<file path="config.mk">
export PLATFORM = sky130hd
export DESIGN_NAME = decimal_text_to_integer_top
export DESIGN_NICKNAME = d
export VERILOG_FILES = /design/src/hdl/dtoi_pkg.sv /design/src/hdl/dtoi_in_stage.sv /design/src/hdl/dtoi_parse.sv /design/src/hdl/dtoi_out_stage.sv /design/src/hdl/decimal_text_to_integer_top.sv
export VERILOG_INCLUDE_DIRS = /design/src /design/src/hdl
export SDC_FILE = /design/constraint.sdc
export NUM_CORES = 1
export LEC_CHECK = 0
export ABC_CLOCK_PERIOD_IN_PS = 11250
export BUFFER_PORTS_ARGS = -buffer_cell sky130_fd_sc_hd__buf_2
export CAP_MARGIN = 5
export CORE_MARGIN = 4
export CORE_UTILIZATION = 65
export DETAILED_ROUTE_END_ITERATION = 12
export PLACE_DENSITY_LB_ADDON = 0.12
export SETUP_SLACK_MARGIN = 0.02
export SKIP_CTS_REPAIR_TIMING = 1
export SLEW_MARGIN = 10
export SYNTH_ARGS = -nofsm -noshare
export SYNTH_HDL_FRONTEND = slang
export SYNTH_SLANG_ARGS = --single-unit
</file>
<file path="constraint.sdc">
create_clock -name clk -period 11.25 [get_ports clk]
set_clock_uncertainty 0.1 [all_clocks]
set_input_delay 0.5625 -clock clk [delete_from_list [all_inputs] [get_ports clk]]
set_output_delay 0.5625 -clock clk [all_outputs]
set_load 0.01 [all_outputs]
</file>
<file path="src/hdl/decimal_text_to_integer_top_defines.svh">
// assertion macros for the decimal text to integer block
// expects clk and rst_n in the scope of each use
`ifndef DECIMAL_TEXT_TO_INTEGER_TOP_DEFINES_SVH
`define DECIMAL_TEXT_TO_INTEGER_TOP_DEFINES_SVH

// antecedent and consequent in the same cycle
`define DTOI_ASSERT_SAME(lbl, ante, cons, msg) \
  lbl: assert property (@(posedge clk) disable iff (!rst_n) (ante) |-> (cons)) \
    else $error(msg);

// consequent in the cycle after antecedent
`define DTOI_ASSERT_NEXT(lbl, ante, cons, msg) \
  lbl: assert property (@(posedge clk) disable iff (!rst_n) (ante) |=> (cons)) \
    else $error(msg);

`endif

</file>
<file path="src/hdl/dtoi_pkg.sv">
// shared types and codes for the decimal text to integer block
// no dependencies
`default_nettype none
package dtoi_pkg;

  localparam int unsigned CH_W    = 8;
  localparam int unsigned VAL_W   = 64;
  localparam int unsigned ST_W    = 2;
  localparam int unsigned PH_W    = 2;
  localparam int unsigned WSEL_W  = 2;
  localparam int unsigned CIDX_W  = 1;
  localparam int unsigned CDATA_W = 2;
  localparam int unsigned PROD_W  = VAL_W + 4;

  localparam logic [CH_W-1:0] CH_NUL   = 8'h00;
  localparam logic [CH_W-1:0] CH_MINUS = 8'h2D;
  localparam logic [CH_W-1:0] CH_ZERO  = 8'h30;
  localparam logic [CH_W-1:0] CH_NINE  = 8'h39;

  localparam logic [ST_W-1:0] ST_OK        = 2'd0;
  localparam logic [ST_W-1:0] ST_BAD_FIRST = 2'd1;
  localparam logic [ST_W-1:0] ST_OVERFLOW  = 2'd2;
  localparam logic [ST_W-1:0] ST_TRAILING  = 2'd3;

  localparam logic [PH_W-1:0] PH_FIRST  = 2'd0;
  localparam logic [PH_W-1:0] PH_DIGITS = 2'd1;
  localparam logic [PH_W-1:0] PH_SKIP   = 2'd2;

  localparam logic [WSEL_W-1:0] WSEL_16 = 2'd0;
  localparam logic [WSEL_W-1:0] WSEL_32 = 2'd1;

  localparam logic [CIDX_W-1:0] REG_SIGNED_MODE = 1'd0;
  localparam logic [CIDX_W-1:0] REG_WIDTH_SEL   = 1'd1;

  typedef struct packed {
    logic [VAL_W-1:0] value;
    logic [ST_W-1:0]  status;
  } result_t;

endpackage
`default_nettype wire

</file>
<file path="src/hdl/dtoi_in_stage.sv">
// input register for one character word
// uses dtoi_pkg
`default_nettype none
module dtoi_in_stage
  import dtoi_pkg::*;
(
  input  wire logic            clk,
  input  wire logic            rst_n,
  input  wire logic            in_valid,
  output logic                 in_ready,
  input  wire logic [CH_W-1:0] in_ch,
  input  wire logic            advance,
  output logic                 held_valid,
  output logic [CH_W-1:0]      held_ch
);

  logic            v_r;
  logic [CH_W-1:0] ch_r;

  assign in_ready   = !v_r || advance;
  assign held_valid = v_r;
  assign held_ch    = ch_r;

  always_ff @(posedge clk) begin
    if (!rst_n) begin
      v_r <= 1'b0;
    end else if (in_ready) begin
      v_r <= in_valid;
    end
  end

  always_ff @(posedge clk) begin
    if (in_ready && in_valid) begin
      ch_r <= in_ch;
    end
  end

endmodule
`default_nettype wire

</file>
<file path="src/hdl/dtoi_parse.sv">
// parse state and per-character step: sign, accumulate, range check
// uses dtoi_pkg and the assertion macro header
`default_nettype none
`include "decimal_text_to_integer_top_defines.svh"
module dtoi_parse
  import dtoi_pkg::*;
(
  input  wire logic              clk,
  input  wire logic              rst_n,
  input  wire logic              signed_mode,
  input  wire logic [WSEL_W-1:0] width_sel,
  input  wire logic              step_en,
  input  wire logic [CH_W-1:0]   ch,
  output logic                   res_valid,
  output result_t                res
);

  logic [VAL_W-1:0] mag_r, mag_nxt;
  logic             neg_r, neg_nxt;
  logic [PH_W-1:0]  phase_r, phase_nxt;
  logic [ST_W-1:0]  err_r, err_nxt;

  logic             is_digit;
  logic [3:0]       dgt;
  logic [VAL_W-1:0] mask;
  logic [VAL_W-1:0] half;
  logic [VAL_W-1:0] lim;
  logic [PROD_W-1:0] prod;
  logic             fits;
  logic [VAL_W-1:0] signed_val;

  assign is_digit = (ch >= CH_ZERO) && (ch <= CH_NINE);
  assign dgt      = ch[3:0];

  // width decode: top bit of the selected width and its mask
  always_comb begin
    unique case (width_sel)
      WSEL_16: begin
        mask = {{(VAL_W-16){1'b0}}, {16{1'b1}}};
        half = VAL_W'(1) << 15;
      end
      WSEL_32: begin
        mask = {{(VAL_W-32){1'b0}}, {32{1'b1}}};
        half = VAL_W'(1) << 31;
      end
      default: begin
        mask = {VAL_W{1'b1}};
        half = VAL_W'(1) << (VAL_W-1);
      end
    endcase
  end

  always_comb begin
    if (!signed_mode) begin
      lim = mask;
    end else if (neg_r) begin
      lim = half;
    end else begin
      lim = half - VAL_W'(1);
    end
  end

  // mag*10 + d against the limit, carried wide so nothing wraps
  assign prod = ({4'b0, mag_r} << 3) + ({4'b0, mag_r} << 1) + PROD_W'(dgt);
  assign fits = (prod <= {4'b0, lim});

  assign signed_val = (neg_r ? (VAL_W'(0) - mag_r) : mag_r) & mask;

  always_comb begin
    mag_nxt    = mag_r;
    neg_nxt    = neg_r;
    phase_nxt  = phase_r;
    err_nxt    = err_r;
    res_valid  = 1'b0;
    res.value  = '0;
    res.status = ST_OK;
    if (step_en) begin
      if (ch == CH_NUL) begin
        res_valid = 1'b1;
        if (phase_r == PH_FIRST) begin
          res.status = ST_BAD_FIRST;
        end else if (err_r != ST_OK) begin
          res.status = err_r;
        end else begin
          res.value = signed_val;
        end
        mag_nxt   = '0;
        neg_nxt   = 1'b0;
        phase_nxt = PH_FIRST;
        err_nxt   = ST_OK;
      end else begin
        unique case (phase_r)
          PH_FIRST: begin
            if (is_digit) begin
              mag_nxt   = VAL_W'(dgt);
              phase_nxt = PH_DIGITS;
            end else if (ch == CH_MINUS && signed_mode) begin
              neg_nxt   = 1'b1;
              phase_nxt = PH_DIGITS;
            end else begin
              err_nxt   = ST_BAD_FIRST;
              phase_nxt = PH_SKIP;
            end
          end
          PH_DIGITS: begin
            if (!is_digit) begin
              err_nxt   = ST_TRAILING;
              phase_nxt = PH_SKIP;
            end else if (!fits) begin
              err_nxt   = ST_OVERFLOW;
              phase_nxt = PH_SKIP;
            end else begin
              mag_nxt = prod[VAL_W-1:0];
            end
          end
          default: begin
            // skipping to the terminator
          end
        endcase
      end
    end
  end

  always_ff @(posedge clk) begin
    if (!rst_n) begin
      mag_r   <= '0;
      neg_r   <= 1'b0;
      phase_r <= PH_FIRST;
      err_r   <= ST_OK;
    end else begin
      mag_r   <= mag_nxt;
      neg_r   <= neg_nxt;
      phase_r <= phase_nxt;
      err_r   <= err_nxt;
    end
  end

  `DTOI_ASSERT_NEXT(a_clear_after_nul, res_valid, (phase_r == PH_FIRST) && (err_r == ST_OK) && (mag_r == '0) && !neg_r, "state not cleared after terminator")
  `DTOI_ASSERT_SAME(a_err_value_zero, res_valid && (res.status != ST_OK), res.value == '0, "nonzero value with error status")
  `DTOI_ASSERT_SAME(a_skip_has_err, phase_r == PH_SKIP, err_r != ST_OK, "skipping with no recorded error")

endmodule
`default_nettype wire

</file>
<file path="src/hdl/dtoi_out_stage.sv">
// output register for one result word
// uses dtoi_pkg
`default_nettype none
module dtoi_out_stage
  import dtoi_pkg::*;
(
  input  wire logic             clk,
  input  wire logic             rst_n,
  input  wire logic             load,
  input  wire result_t          res,
  output logic                  free,
  output logic                  out_valid,
  input  wire logic             out_ready,
  output logic [VAL_W-1:0]      out_value,
  output logic [ST_W-1:0]       out_status
);

  logic    v_r;
  result_t res_r;

  assign free       = !v_r || out_ready;
  assign out_valid  = v_r;
  assign out_value  = res_r.value;
  assign out_status = res_r.status;

  always_ff @(posedge clk) begin
    if (!rst_n) begin
      v_r <= 1'b0;
    end else if (free) begin
      v_r <= load;
    end
  end

  always_ff @(posedge clk) begin
    if (free && load) begin
      res_r <= res;
    end
  end

endmodule
`default_nettype wire

</file>
<file path="src/hdl/decimal_text_to_integer_top.sv">
// Decimal text to integer converter. Characters arrive one word per cycle on the in_
// channel while in_ready is high; a NUL ends the string and produces exactly one result
// word (value, status) on the out_ channel, other characters produce none. Sustained rate
// is one character per clock unless a NUL waits on a full output register. A result word
// reaches out_ registered: the NUL sits in the input register and the parse step loads
// the output register from it once that register is free.
// A NUL waits in the input register while an untaken result holds the output register;
// digits and other characters never wait on the output side. The clock period is set
// by the multiply-by-ten range check: a 68-bit three-operand add and compare against
// the selected limit. signed_mode and width_sel are written through the cfg_ port and
// must only change while the block is idle.
// depends on dtoi_pkg, dtoi_in_stage, dtoi_parse, dtoi_out_stage
`default_nettype none
module decimal_text_to_integer_top
  import dtoi_pkg::*;
(
  input  wire logic               clk,
  input  wire logic               rst_n,
  // character input
  input  wire logic               in_valid,
  output logic                    in_ready,
  input  wire logic [CH_W-1:0]    in_ch,
  // result output
  output logic                    out_valid,
  input  wire logic               out_ready,
  output logic [VAL_W-1:0]        out_value,
  output logic [ST_W-1:0]         out_status,
  // register writes
  input  wire logic               cfg_valid,
  output logic                    cfg_ready,
  input  wire logic [CIDX_W-1:0]  cfg_index,
  input  wire logic [CDATA_W-1:0] cfg_data
);

  logic              signed_mode_r;
  logic [WSEL_W-1:0] width_sel_r;

  logic              held_valid;
  logic [CH_W-1:0]   held_ch;
  logic              out_free;
  logic              advance;
  logic              res_valid;
  result_t           res;

  // register writes are always taken
  assign cfg_ready = 1'b1;

  always_ff @(posedge clk) begin
    if (!rst_n) begin
      signed_mode_r <= 1'b1;
      width_sel_r   <= WSEL_32;
    end else if (cfg_valid) begin
      unique case (cfg_index)
        REG_SIGNED_MODE: signed_mode_r <= cfg_data[0];
        REG_WIDTH_SEL:   width_sel_r   <= cfg_data[WSEL_W-1:0];
        default: begin
        end
      endcase
    end
  end

  // a held character moves on unless it is a terminator facing a full output register
  assign advance = held_valid && ((held_ch != CH_NUL) || out_free);

  dtoi_in_stage u_in (
    .clk        (clk),
    .rst_n      (rst_n),
    .in_valid   (in_valid),
    .in_ready   (in_ready),
    .in_ch      (in_ch),
    .advance    (advance),
    .held_valid (held_valid),
    .held_ch    (held_ch)
  );

  dtoi_parse u_parse (
    .clk         (clk),
    .rst_n       (rst_n),
    .signed_mode (signed_mode_r),
    .width_sel   (width_sel_r),
    .step_en     (advance),
    .ch          (held_ch),
    .res_valid   (res_valid),
    .res         (res)
  );

  dtoi_out_stage u_out (
    .clk        (clk),
    .rst_n      (rst_n),
    .load       (res_valid),
    .res        (res),
    .free       (out_free),
    .out_valid  (out_valid),
    .out_ready  (out_ready),
    .out_value  (out_value),
    .out_status (out_status)
  );

endmodule
`default_nettype wire
</file>
* Word level (Yosys, flattened, before mapping)
Index checks and enable logic that the tools add are counted.
Word-level totals: bits in registers 148, bits of input ports 16, output and inout port bits 69, word-level logic and storage cells 90
Operators by class: add/sub/neg operators 4, order comparisons 3, equality and inequality tests 10, mux-type cells 29, bitwise operators 5, reduce and logical (&&, ||, !) cells 27
Operator list (count):
- $mux 64 | 7
- $pmux 64 s2 | 3
- $add 67x65->68 | 1
- $add 68x4->68 | 1
- $le 68x64->1 | 1
- $and 64x64->64 | 1
- $sub 1x64->64 const A | 1
- $sub 64x1->64 const B | 1
- $mux 2 | 9
- $reduce_and 5->1 | 2
- $ne 3x1->1 const B | 3
- $eq 8x6->1 const B | 1
- $ge 8x6->1 const B | 1
- $le 8x6->1 const B | 1
- $logic_not 8->1 | 1
- $mux 1 | 8
- $pmux 2 s2 | 2
- $reduce_bool 8->1 | 1
- $reduce_or 4->1 | 2
- $reduce_and 2->1 | 3
- $reduce_bool 2->1 | 3
- $logic_and 1x1->1 | 5
- $eq 2x1->1 const B | 2
- $logic_not 2->1 | 2
- 10 further kinds | 16

* Longest topological paths before layout
Gate-level depths: netlist of run 1.
depth after elaboration 10, mapped depth 26, depth with buffers taken out 24

* Cells and area by module
From an unflattened synthesis of run 1, not the netlist that was laid out.
Second synthesis, totals: cell total of the unflattened synthesis 1562, area total of the unflattened synthesis 13419.1 µm²
By module, submodules not included:
- dtoi_parse | instances 1, cells each 1458, area an instance 10919.2 µm², seq. area each 1381.3 µm²
- dtoi_out_stage | instances 1, cells each 71, area an instance 2039.5 µm², seq. area each 2001.9 µm²
- dtoi_in_stage | instances 1, cells each 13, area an instance 297.8 µm², seq. area each 260.2 µm²
- decimal_text_to_integer_top | instances 1, cells each 20, area an instance 162.7 µm², seq. area each 60.1 µm²

* Least setup slack after synthesis of run 1
OpenSTA, ideal clock, no wires.
kind register to register, start point register u_in.ch_r[3] (netlist: u_in.held_ch[3]), end point register u_parse.mag_r[3], library setup time 123 ps, data arrival time 5722 ps, required time 11027 ps, setup slack 5305 ps, stages on the path, launching flop included 26, path buffers 2, period minus slack after synthesis 5945 ps, cell sequence edfxtp_1 fa_1 inv_1 fa_1 nand2b_1 a21o_1 a31o_2 o31ai_1 a22oi_1 nand2_1 a211o_1 a21oi_1 xnor2_1 ha_1 o21ai_0 nor2_1 or3_1 nor3_1 nor4_1 or4_1 nor4_1 nand2_1 a31o_1 buf_2 buf_4 mux2i_1
Between the ends: cells in the longest elaborated chain, start to end 5, elaborated cells on any way between the ends 19, classes of those cells add/sub: 1; order compare: 3; eq/ne: 3; mux: 5; reduce/logical: 7
RTL lines:
- from (decl) | line dtoi_in_stage.sv:18 | logic [CH_W-1:0] ch_r;
- from (signal assigned) | line dtoi_in_stage.sv:34 | ch_r <= in_ch;
- branches (longest 5 deep; another with $add 68x4->68)
- to (signal assigned) | line dtoi_parse.sv:131 | mag_r <= mag_nxt;
- to (decl) | line dtoi_parse.sv:18 | logic [VAL_W-1:0] mag_r, mag_nxt;
Parallel ways; which one is timed is not known. The select of a mux whose other input is x is not followed. A chain may end at the register's enable or synchronous reset.

* Final worst setup path of run 1
start point register u_in.ch_r[3] (netlist: u_in.held_ch[3]), end point register u_parse.mag_r[54]
Same word-level chain as after synthesis.

==> run summary, run 1 <==
- 0.681 — post-route fraction of the period consumed by the critical path
- 57600 um — global-route wire length before repair
- 1.23 mW — Power, Total
- 13300 um2 — Mapped Area
- 0.465 — portion of total power attributed to sequential cells
- 0 ns — Setup Total Neg Slack
- 151 um — die width
- 0.198 — tightest slew margin relative to the limit
- false — setup repair after global routing missed its margin
- 1573 — Synth Instances
- 0 — Synth warnings
- 151 um — Die Y-Extent
- 0 — post-route DRC violation count
- 1824 — net total in the final layout
- 0 — number of max-capacitance violations reported
- flip-flop — CP Capture Type
- 0.660 — effective utilization at floorplan
- ha_1 — area leader, netlist
- u_in.held_ch[3] — crit path from
- 8.16% — area grow syn2layout
- 11.47 ns — worst path required time
- 979 — starting DRC count in detailed routing
- flip-flop — type of origin of the critical path
- 18.8 um — drt wl/cell
- 0.182 — fraction of synthesized cell area taken by the top area cell type
- 0.45 ns — later-pin clock latency in the skew report
- 2 — Clock Tree Buf Depth
- 148 — Seq cells post-synth
- 0.000106 V — Max IR drop VDD
- 0.052 — part of the power in combinational logic
- 1.20 ns — transition time at the pin with the least slew margin
- 0.910 mW — cell-internal power
- 0.277 — sequential cell area fraction in the yosys report
- 83 — port bufs
- clkbuf_16 — cell chosen for the clock root
- 0.961 — final weighted congestion in routability-driven placement
- 4 — CTS H-tree depth
- 0 — Hold Fails Final Rpt
- 27000 um — half-perimeter wire length after placement
- 17 — cts bufs inserted
- 0.191 ns — final hold slack
- 52 — Placement Rows
- 11400 — vias in the first global route
- 0 — Antenna Diode Count
- 0.316 mW — reported net switching power
- 20200 um2 — total core area
- flip-flop to flip-flop — critical path class
- 84.9 nW/um2 — power per unit of standard cell area
- edfxtp_1 — flip-flop cell with the highest count after synthesis
- 7.66 ns — crit path time final
- 12200 — total via count after detailed routing
- 74 — number of synthesized flops with an enable pin
- completed — result of the run
- 0 — final setup vio count
- ha_1, edfxtp_1, dfxtp_1, nand2_1, xor2_1 — Synth area leaders
- in_ch[7] — HP Start
- 0.0978 — share of layout cells above drive strength 1
- 7.88 ns — data arrival at the endpoint of the critical path
- 0.258 — Sw Ratio
- 1895 — Final Instance Count excl. Fillers
- 85 — boundary pin count
- 1863 — Placed Cells incl. Taps
- 0.07 ns — Clock Pin Slew Worst Setup and Hold Paths
- 8.49 um2 — Avg Synthesized Cell Area
- 0 — antenna-violating nets left
- 22900 um2 — die area
- 0.131 GHz — Max Clk Rate
- 0.483 — clock network power share
- nand2_1 — most common cell in the netlist
- input port to flip-flop — worst min-delay path category
- 0 — number of max-slew violations in the final report
- 1608 — Filler cells
- 1785 — Mapped Nets
- 6.41 nW — leak pwr
- 6.44 — via density per instance
- 0 — overall overflow remaining after global route
- 148 — count of clock tree sinks
- done — CTS tree
- nand2_1, ha_1, nor2_1 — most frequent cells after synthesis
- 83 — pin count of the biggest net entering global routing
- 8 — 1st-pass router iterations
- 78 — distinct cell type count of the synthesized netlist
- 0 — fraction of registers with async set/reset
- 0 — number of antenna violations at the first check in global routing
- u_in.held_ch[3] — start of the worst register-to-register path
- 0.313 — total global-route track usage
- 38 — Crit Path Max Fanout
- 35600 um — Post-Route WL
-- power by group through the flow --
stage,clock network [mW],registers [mW],logic [mW]
2_1_floorplan,0,0.580,0.0455
6_report,0.592,0.569,0.0642
3_3_place_gp,0,0.581,0.0608
3_5_place_dp,0,0.582,0.0629
5_1_grt,0.616,0.570,0.0724
4_1_cts,0.595,0.569,0.0638
-- layout by cell type (no fill, tap or decap), drive strengths merged, types with 32 or more instances in the layout --
cell,count
nand2,249
buf,89
xnor2,38
ha,194
o21ai,87
nor2,147
xor2,82
inv,32
mux2i,70
a21oi,113
dfxtp,74
edfxtp,74
nand4,41
-- area by class of cell --
class | instances | area, um2 | share of cell area
Multi-Input combinational cell | 1333 | 9260 | 0.641
Sequential cell | 148 | 3700 | 0.257
Timing Repair Buffer | 89 | 460 | 0.0319
Clock buffer | 18 | 439 | 0.0304
Tap cell | 270 | 338 | 0.0234
Clock inverter | 14 | 155 | 0.0107
Inverter | 23 | 86.3 | 0.00598
-- cells by family (layout without fill, tap and decap cells) --
family,after synthesis,after routing,synth area share
AND/OR/NAND/NOR,587,587,0.205
AO/OA/AOI/OAI,353,353,0.166
adder cells (fa/ha/maj),196,196,0.185
flip-flops,148,148,0.277
XOR/XNOR,120,120,0.0787
buffers and inverters,92,144,0.0301
multiplexers,76,76,0.0575
other,1,1,0.000281
-- path summary, 6_finish.rpt --
path / to / slack (ns) / cells past startpoint
worst min-delay path: u_in.held_ch[7] / 0.19 / 1
worst min register to register: width_sel_r[1] / 0.41 / 2
worst max register to register: u_parse.mag_r[54] / 3.59 / 22
worst max-delay path: u_parse.mag_r[54] / 3.59 / 22
-- critical path, stage by stage, from the launching register on --
cell and delay, ns:
edfxtp_1 0.46, fa_1 0.54, ha_1 0.35, a211oi_1 0.30, o31ai_1 0.20, a2111oi_1 0.92, o2bb2ai_1 0.28, o21ai_0 0.25
nand3_1 0.27, a21oi_1 0.24, xnor2_1 0.20, ha_1 0.31, nand4_1 0.17, nor3_1 0.08, a221o_1 0.34, nor3_1 0.16
nor4_1 0.08, or4_1 0.52, nor4_1 0.27, nand2_1 0.20, a31o_4 0.45, buf_4 0.41, mux2_1 0.40
-- flip-flops by register name, indices dropped and copies added, names as in the netlist --
name	flops
signed_mode_r	1
u_in.held_ch	8
u_parse.phase_r	2
width_sel_r	2
u_parse.err_r	2
u_parse.mag_r	64
u_out.out_status	2
u_in.held_valid	1
u_out.out_value	64
u_out.out_valid	1
u_parse.neg_r	1
-- per-layer routing --
metal	global-route usage	part of all wire	vias to the layer above
li1	-	-	5857
met5	0	0	-
met4	0.129	0.038	0
met1	0.420	0.44	5734
met3	0.0401	0.062	115
met2	0.509	0.46	501
-- stage by stage --
| step | utilization | setup slack, ns | instance area [um2] |
|---|---|---|---|
| finish | 0.714 | 3.59 | 14400 |
| global route | 0.714 | 3.31 | 14400 |
| CTS | 0.714 | 3.43 | 14400 |
| detailed placement | 0.684 | 3.56 | 13800 |
| global placement | 0.684 | 3.67 | 13800 |
| floorplan | - | 5.30 | 13300 |
Note: power is estimated with default switching activity, not from simulation.
==> inputs of run 2 (changes only) <==
--- a/config.mk
+++ b/config.mk
@@ -6,11 +6,11 @@
 export SDC_FILE = /design/constraint.sdc
 export NUM_CORES = 1
 export LEC_CHECK = 0
-export ABC_CLOCK_PERIOD_IN_PS = 11250
+export ABC_CLOCK_PERIOD_IN_PS = 6700
 export BUFFER_PORTS_ARGS = -buffer_cell sky130_fd_sc_hd__buf_2
 export CAP_MARGIN = 5
 export CORE_MARGIN = 4
-export CORE_UTILIZATION = 65
+export CORE_UTILIZATION = 57
 export DETAILED_ROUTE_END_ITERATION = 12
 export PLACE_DENSITY_LB_ADDON = 0.12
 export SETUP_SLACK_MARGIN = 0.02
==> constraint.sdc (replaced) <==
create_clock -name clk -period 6.7 [get_ports clk]
set_clock_uncertainty 0.1 [all_clocks]
set_input_delay 0.335 -clock clk [delete_from_list [all_inputs] [get_ports clk]]
set_output_delay 0.335 -clock clk [all_outputs]
set_load 0.01 [all_outputs]
==> run summary, run 2 (synthesized netlist as in run 1, its figures left out) <==
- 0.44 ns — later-pin clock latency in the skew report
- 11300 — vias in the first global route
- 0.114 — share of layout cells above drive strength 1
- 1.09 ns — transition time at the pin with the least slew margin
- 6.55 nW — leak pwr
- 0.157 GHz — Max Clk Rate
- 6.11 — via density per instance
- 0 — overall overflow remaining after global route
- 12000 — total via count after detailed routing
- 6 — 1st-pass router iterations
- 0 — Hold Fails Final Rpt
- 1921 — Placed Cells incl. Taps
- 17 — cts bufs inserted
- 0.07 ns — Clock Pin Slew Worst Setup and Hold Paths
- 0 ns — Setup Total Neg Slack
- 16000 um — routed wl met2
- 0 — Antenna Diode Count
- met4 — Max Used Layer
- 83 — port bufs
- flip-flop to flip-flop — critical path class
- completed — result of the run
- nand2_1, ha_1, nor2_1, a21oi_1, buf_2 — top library cells by usage in the layout, fill and taps aside
- 0.000165 V — Max IR drop VDD
- o21ai_0 — library cell appearing most often on the critical path
- 6.39 ns — crit path time final
- 0.274 — tightest slew margin relative to the limit
- 2 — Clock Tree Buf Depth
- 0 — number of max-slew violations in the final report
- false — setup repair after global routing missed its margin
- cfg_data[0] — HP Start
- 10.8% — area grow syn2layout
- 58200 um — global-route wire length before repair
- input port to flip-flop — worst min-delay path category
- 161 um — die width
- 0 — number of antenna violations at the first check in global routing
- u_parse.mag_r[27] — Crit Reg-Reg Endpoint
- 27300 um — half-perimeter wire length after placement
- 18.2 um — drt wl/cell
- 31 — Crit Path Max Fanout
- compound AO/OA/AOI/OAI gates — largest delay contributor family on the critical path
- 25 — reg2reg path depth
- 85 — boundary pin count
- 0.57 ns — delay of the slowest cell on the worst path
- nand2_1 — commonest non-fill, non-tap cell in the layout
- done — CTS tree
- flip-flop — CP Capture Type
- 35700 um — Post-Route WL
- 0 — antenna-violating nets left
- signed_mode_r — Worst Hold End
- 83 — pin count of the biggest net entering global routing
- fa_1 — standard cell with the maximum stage delay on the critical path
- 1960 um — Detail Route met3 WL
- 1851 — net total in the final layout
- 4 — CTS H-tree depth
- 3 — number of cells traversed by the worst hold path
- 0 — final setup vio count
- 0.584 — effective utilization at floorplan
- 0 — post-route DRC violation count
- 161 um — Die Y-Extent
- 139 nW/um2 — power per unit of standard cell area
- 1115 — starting DRC count in detailed routing
- 1965 — Final Instance Count excl. Fillers
- 4 — sum of buffers and inverters on the critical path
- flip-flop — type of origin of the critical path
- 25900 um2 — die area
- 14000 um2 — post-placement cell area
- 0.272 — total global-route track usage
- 148 — count of clock tree sinks
- 22800 um2 — total core area
- 0.953 — post-route fraction of the period consumed by the critical path
- 0 — number of max-capacitance violations reported
- 6.91 ns — worst path required time
- 6.60 ns — data arrival at the endpoint of the critical path
- 16900 um — met1 WL
- u_in.held_ch[3] — start of the worst register-to-register path
- 0.31 ns — worst reg2reg setup slack
- 55 — Placement Rows
- 0.950 — final weighted congestion in routability-driven placement
- 14800 um2 — final instance area
- clkbuf_16 — cell chosen for the clock root
[run 2: cell count changes in the layout (fill, tap and decap cells not counted), sizes merged]
cell         before  now
clkinv            3    5
dlygate4sd3       0    8
clkbuf           18   21
inv              32   26
buf              89  108
clkinvlp          1    2
[run 2: worst max path at each step]
stage | startpoint | endpoint | slack [ns] | cells past startpoint
2_1_floorplan | u_in.held_ch[3] | u_parse.mag_r[3] | 0.75 | 25
3_3_place_gp | u_in.held_ch[3] | u_parse.mag_r[26] | 0.25 | 26
3_5_place_dp | u_in.held_ch[3] | u_parse.mag_r[20] | 0.11 | 26
4_1_cts | u_in.held_ch[3] | u_parse.mag_r[27] | 0.08 | 26
5_1_grt | u_in.held_ch[3] | u_parse.mag_r[20] | 0.03 | 26
6_report | u_in.held_ch[3] | u_parse.mag_r[27] | 0.31 | 25
[run 2: area by class of cell]
| type | count | area (um2) |
|---|---|---|
| Clock inverter | 11 | 118 |
| Sequential cell | 148 | 3710 |
| Clock buffer | 21 | 472 |
| Inverter | 23 | 86.3 |
| Tap cell | 313 | 392 |
| Timing Repair Buffer | 116 | 708 |
| Multi-Input combinational cell | 1333 | 9310 |
| Fill cell | 1967 | 8050 |
[run 2: worst min-delay path: stages]
cell	delay [ns]
buf_2	0.09
mux2i_1	0.07
nand2_1	0.06
[run 2: metal layers]
| layer | global-route usage | vias up |
|---|---|---|
| li1 | - | 5893 |
| met5 | 0 | - |
| met3 | 0.0332 | 61 |
| met2 | 0.432 | 385 |
| met1 | 0.389 | 5676 |
| met4 | 0.0876 | 0 |
[run 2: through the flow]
| step | hold slack, ns | setup slack, ns | total power, mW | util |
|---|---|---|---|---|
| 2_1_floorplan | 0.334 | 0.755 | 1.05 | - |
| 5_1_grt | 0.0577 | 0.0306 | 2.13 | 0.648 |
| 4_1_cts | -0.0344 | 0.0793 | 2.06 | 0.640 |
| 3_5_place_dp | 0.384 | 0.106 | 1.08 | 0.614 |
| 3_3_place_gp | 0.378 | 0.246 | 1.08 | 0.614 |
| 6_report | 0.0451 | 0.313 | 2.05 | 0.648 |
[run 2: power breakdown]
group	internal [mW]	switching [mW]
clock network	0.552	0.426
logic	0.0439	0.0724
registers	0.950	0.00658
==> inputs of run 3 (changes only) <==
--- a/config.mk
+++ b/config.mk
@@ -18,4 +18,5 @@
 export SLEW_MARGIN = 10
 export SYNTH_ARGS = -nofsm -noshare
 export SYNTH_HDL_FRONTEND = slang
+export SYNTH_HIERARCHICAL = 1
 export SYNTH_SLANG_ARGS = --single-unit
==> run summary, run 3 <==
- ha_1, edfxtp_1, dfxtp_1, nand2_1, xor2_1 — Synth area leaders
- 26700 um — half-perimeter wire length after placement
- 0.106 — share of layout cells above drive strength 1
- 0.586 — effective utilization at floorplan
- nand2_1, ha_1, nor2_1 — most frequent cells after synthesis
- 0.000136 V — Max IR drop VDD
- 0 — post-route DRC violation count
- 0 — overall overflow remaining after global route
- 0.645 — post-route core utilization
- 0 — antenna-violating nets left
- 6 — 1st-pass router iterations
- 2 — sum of buffers and inverters on the critical path
- 6.56 ns — data arrival at the endpoint of the critical path
- 0.181 — fraction of synthesized cell area taken by the top area cell type
- 10.1% — area grow syn2layout
- 17 — cts bufs inserted
- 1562 — Synth Instances
- 0 — Antenna Diode Count
- 4 — CTS H-tree depth
- 83 — port bufs
- 26100 um2 — die area
- 0.943 — post-route fraction of the period consumed by the critical path
- 22900 um2 — total core area
- 0.193 — tightest slew margin relative to the limit
- flip-flop — CP Capture Type
- 83 — distinct cell type count of the synthesized netlist
- 0 — Hold Fails Final Rpt
- 0 — fraction of registers with async set/reset
- 79 — pin count of the biggest net entering global routing
- 6 — Synth warnings
- 58900 um — global-route wire length before repair
- 138 nW/um2 — power per unit of standard cell area
- 0.53 ns — delay of the slowest cell on the worst path
- 0.158 GHz — Max Clk Rate
- 0 — number of antenna violations at the first check in global routing
- 0.274 — total global-route track usage
- 12000 — total via count after detailed routing
- 85 — boundary pin count
- 6.38 nW — leak pwr
- 14800 um2 — final instance area
- 0 ns — Setup Total Neg Slack
- o211ai_1 — library cell appearing most often on the critical path
- 33 — Crit Path Max Fanout
- ha_1 — area leader, netlist
- 6.95 ns — worst path required time
- 6.18 — via density per instance
- 161 um — Die Y-Extent
- 0.43 ns — later-pin clock latency in the skew report
- 1835 — net total in the final layout
- 0.0567 ns — final hold slack
- 161 um — die width
- 2 — Clock Tree Buf Depth
- 905 — starting DRC count in detailed routing
- flip-flop to flip-flop — critical path class
- 0 — number of max-slew violations in the final report
- 148 — Seq cells post-synth
- 13400 um2 — Mapped Area
- compound AO/OA/AOI/OAI gates — largest delay contributor family on the critical path
- 0 — final setup vio count
- 8.59 um2 — Avg Synthesized Cell Area
- clkbuf_16 — cell chosen for the clock root
- 11400 — vias in the first global route
- 1978 — Filler cells
- 74 — number of synthesized flops with an enable pin
- 0.940 — final weighted congestion in routability-driven placement
- 1.21 ns — transition time at the pin with the least slew margin
- dfxtp_1 — standard cell with the maximum stage delay on the critical path
- 36100 um — Post-Route WL
- 55 — Placement Rows
- flip-flop — type of origin of the critical path
- edfxtp_1 — flip-flop cell with the highest count after synthesis
- 148 — count of clock tree sinks
- input port to flip-flop — worst min-delay path category
- 14100 um2 — post-placement cell area
- nand2_1 — commonest non-fill, non-tap cell in the layout
- 6.32 ns — crit path time final
- 0.276 — sequential cell area fraction in the yosys report
- false — setup repair after global routing missed its margin
- 1774 — Mapped Nets
- completed — result of the run
- 0.07 ns — Clock Pin Slew Worst Setup and Hold Paths
- 0 — number of max-capacitance violations reported
- nand2_1 — most common cell in the netlist
- 18.5 um — drt wl/cell
- 2.04 mW — Power, Total
- nand2_1, ha_1, nor2_1, a21oi_1, buf_2 — top library cells by usage in the layout, fill and taps aside
- fa_1 > ha_1 > a211oi_1 > o211ai_1 > nand2_1 > o2111ai_1 > a21oi_1 > o21a_1 > o21ai_0 > buf_4 > a221oi_1 > xnor2_1 > ha_1 > a21o_1 > a21o_1 > a21oi_1 > o211ai_1 > o211ai_1 > o211ai_1 > a41o_1 > nor3_2 > a21o_4 > buf_12 > mux2i_1 — chain of cells forming the critical path
- done — CTS tree
run 3: changes by cell type in the layout (fill, tap and decap cells not counted), moves of 9 or more:
cell / before / now
a211oi_1: 7 / 21
buf_4: 23 / 13
a21o_1: 16 / 34
inv_1: 22 / 38
a21oi_1: 112 / 99
o31ai_1: 24 / 15
o21ai_0: 81 / 67
nand2b_1: 17 / 5
nor2_1: 146 / 125
nand2_1: 248 / 238
run 3: logic make-up (layout without fill, tap and decap cells):
group,after synthesis,count (layout),share of synthesized area
multiplexers,64,64,0.0479
flip-flops,148,148,0.276
AND/OR/NAND/NOR,560,560,0.198
adder cells (fa/ha/maj),196,196,0.184
other,1,1,0.000279
buffers and inverters,103,177,0.0316
AO/OA/AOI/OAI,371,371,0.185
XOR/XNOR,119,119,0.0777
run 3: where the power goes:
part	internal, mW	total (mW)	switching [mW]	leakage (nW)
logic	0.0438	0.114	0.0701	4.95
clock network	0.524	0.965	0.440	0.288
registers	0.949	0.957	0.00819	1.14
run 3: final cells by class:
cell class | count | area, um2 | area share
inverters | 39 | 146 | 0.00991
well taps | 313 | 392 | 0.0265
flip-flops and latches | 148 | 3700 | 0.251
repair buffers | 106 | 633 | 0.0429
clock inverters | 15 | 149 | 0.0101
clock buffers | 17 | 425 | 0.0288
multi-input cells | 1311 | 9320 | 0.631
run 3: metal layers:
layer  share of wire  GRT usage  up-vias
li1                -          -     5903
met1            0.47      0.390     5687
met2            0.45      0.438      394
met3           0.058     0.0413       56
met4           0.021     0.0698        0
met5               0          0        -
run 3: worst reg2reg max path, cell delays in order (launching register included):
cell and delay, ns:
dfxtp_1 0.53, fa_1 0.51, ha_1 0.33, a211oi_1 0.35
o211ai_1 0.23, nand2_1 0.14, o2111ai_1 0.23, a21oi_1 0.34
o21a_1 0.24, o21ai_0 0.11, buf_4 0.15, a221oi_1 0.31
xnor2_1 0.23, ha_1 0.30, a21o_1 0.16, a21o_1 0.17
a21oi_1 0.17, o211ai_1 0.12, o211ai_1 0.18, o211ai_1 0.11
a41o_1 0.29, nor3_2 0.24, a21o_4 0.18, buf_12 0.24
mux2i_1 0.27
run 3: per-stage QoR:
step,worst slack [ns],std cells
3_3_place_gp,0.542,1908
3_5_place_dp,0.369,1908
6_report,0.381,1949
2_1_floorplan,0.984,1562
4_1_cts,0.307,1940
5_1_grt,0.0337,1949
run 3: final timing paths:
check | start | end | slack [ns] | depth (start not counted)
worst min-delay path | in_valid | u_in/held_valid | 0.06 | 3
worst max register to register | u_parse/mag_r[2] | u_parse/mag_r[29] | 0.38 | 24
worst max-delay path | u_parse/mag_r[2] | u_parse/mag_r[29] | 0.38 | 24
worst min register to register | u_parse/err_r[1] | u_parse/err_r[1] | 0.40 | 2
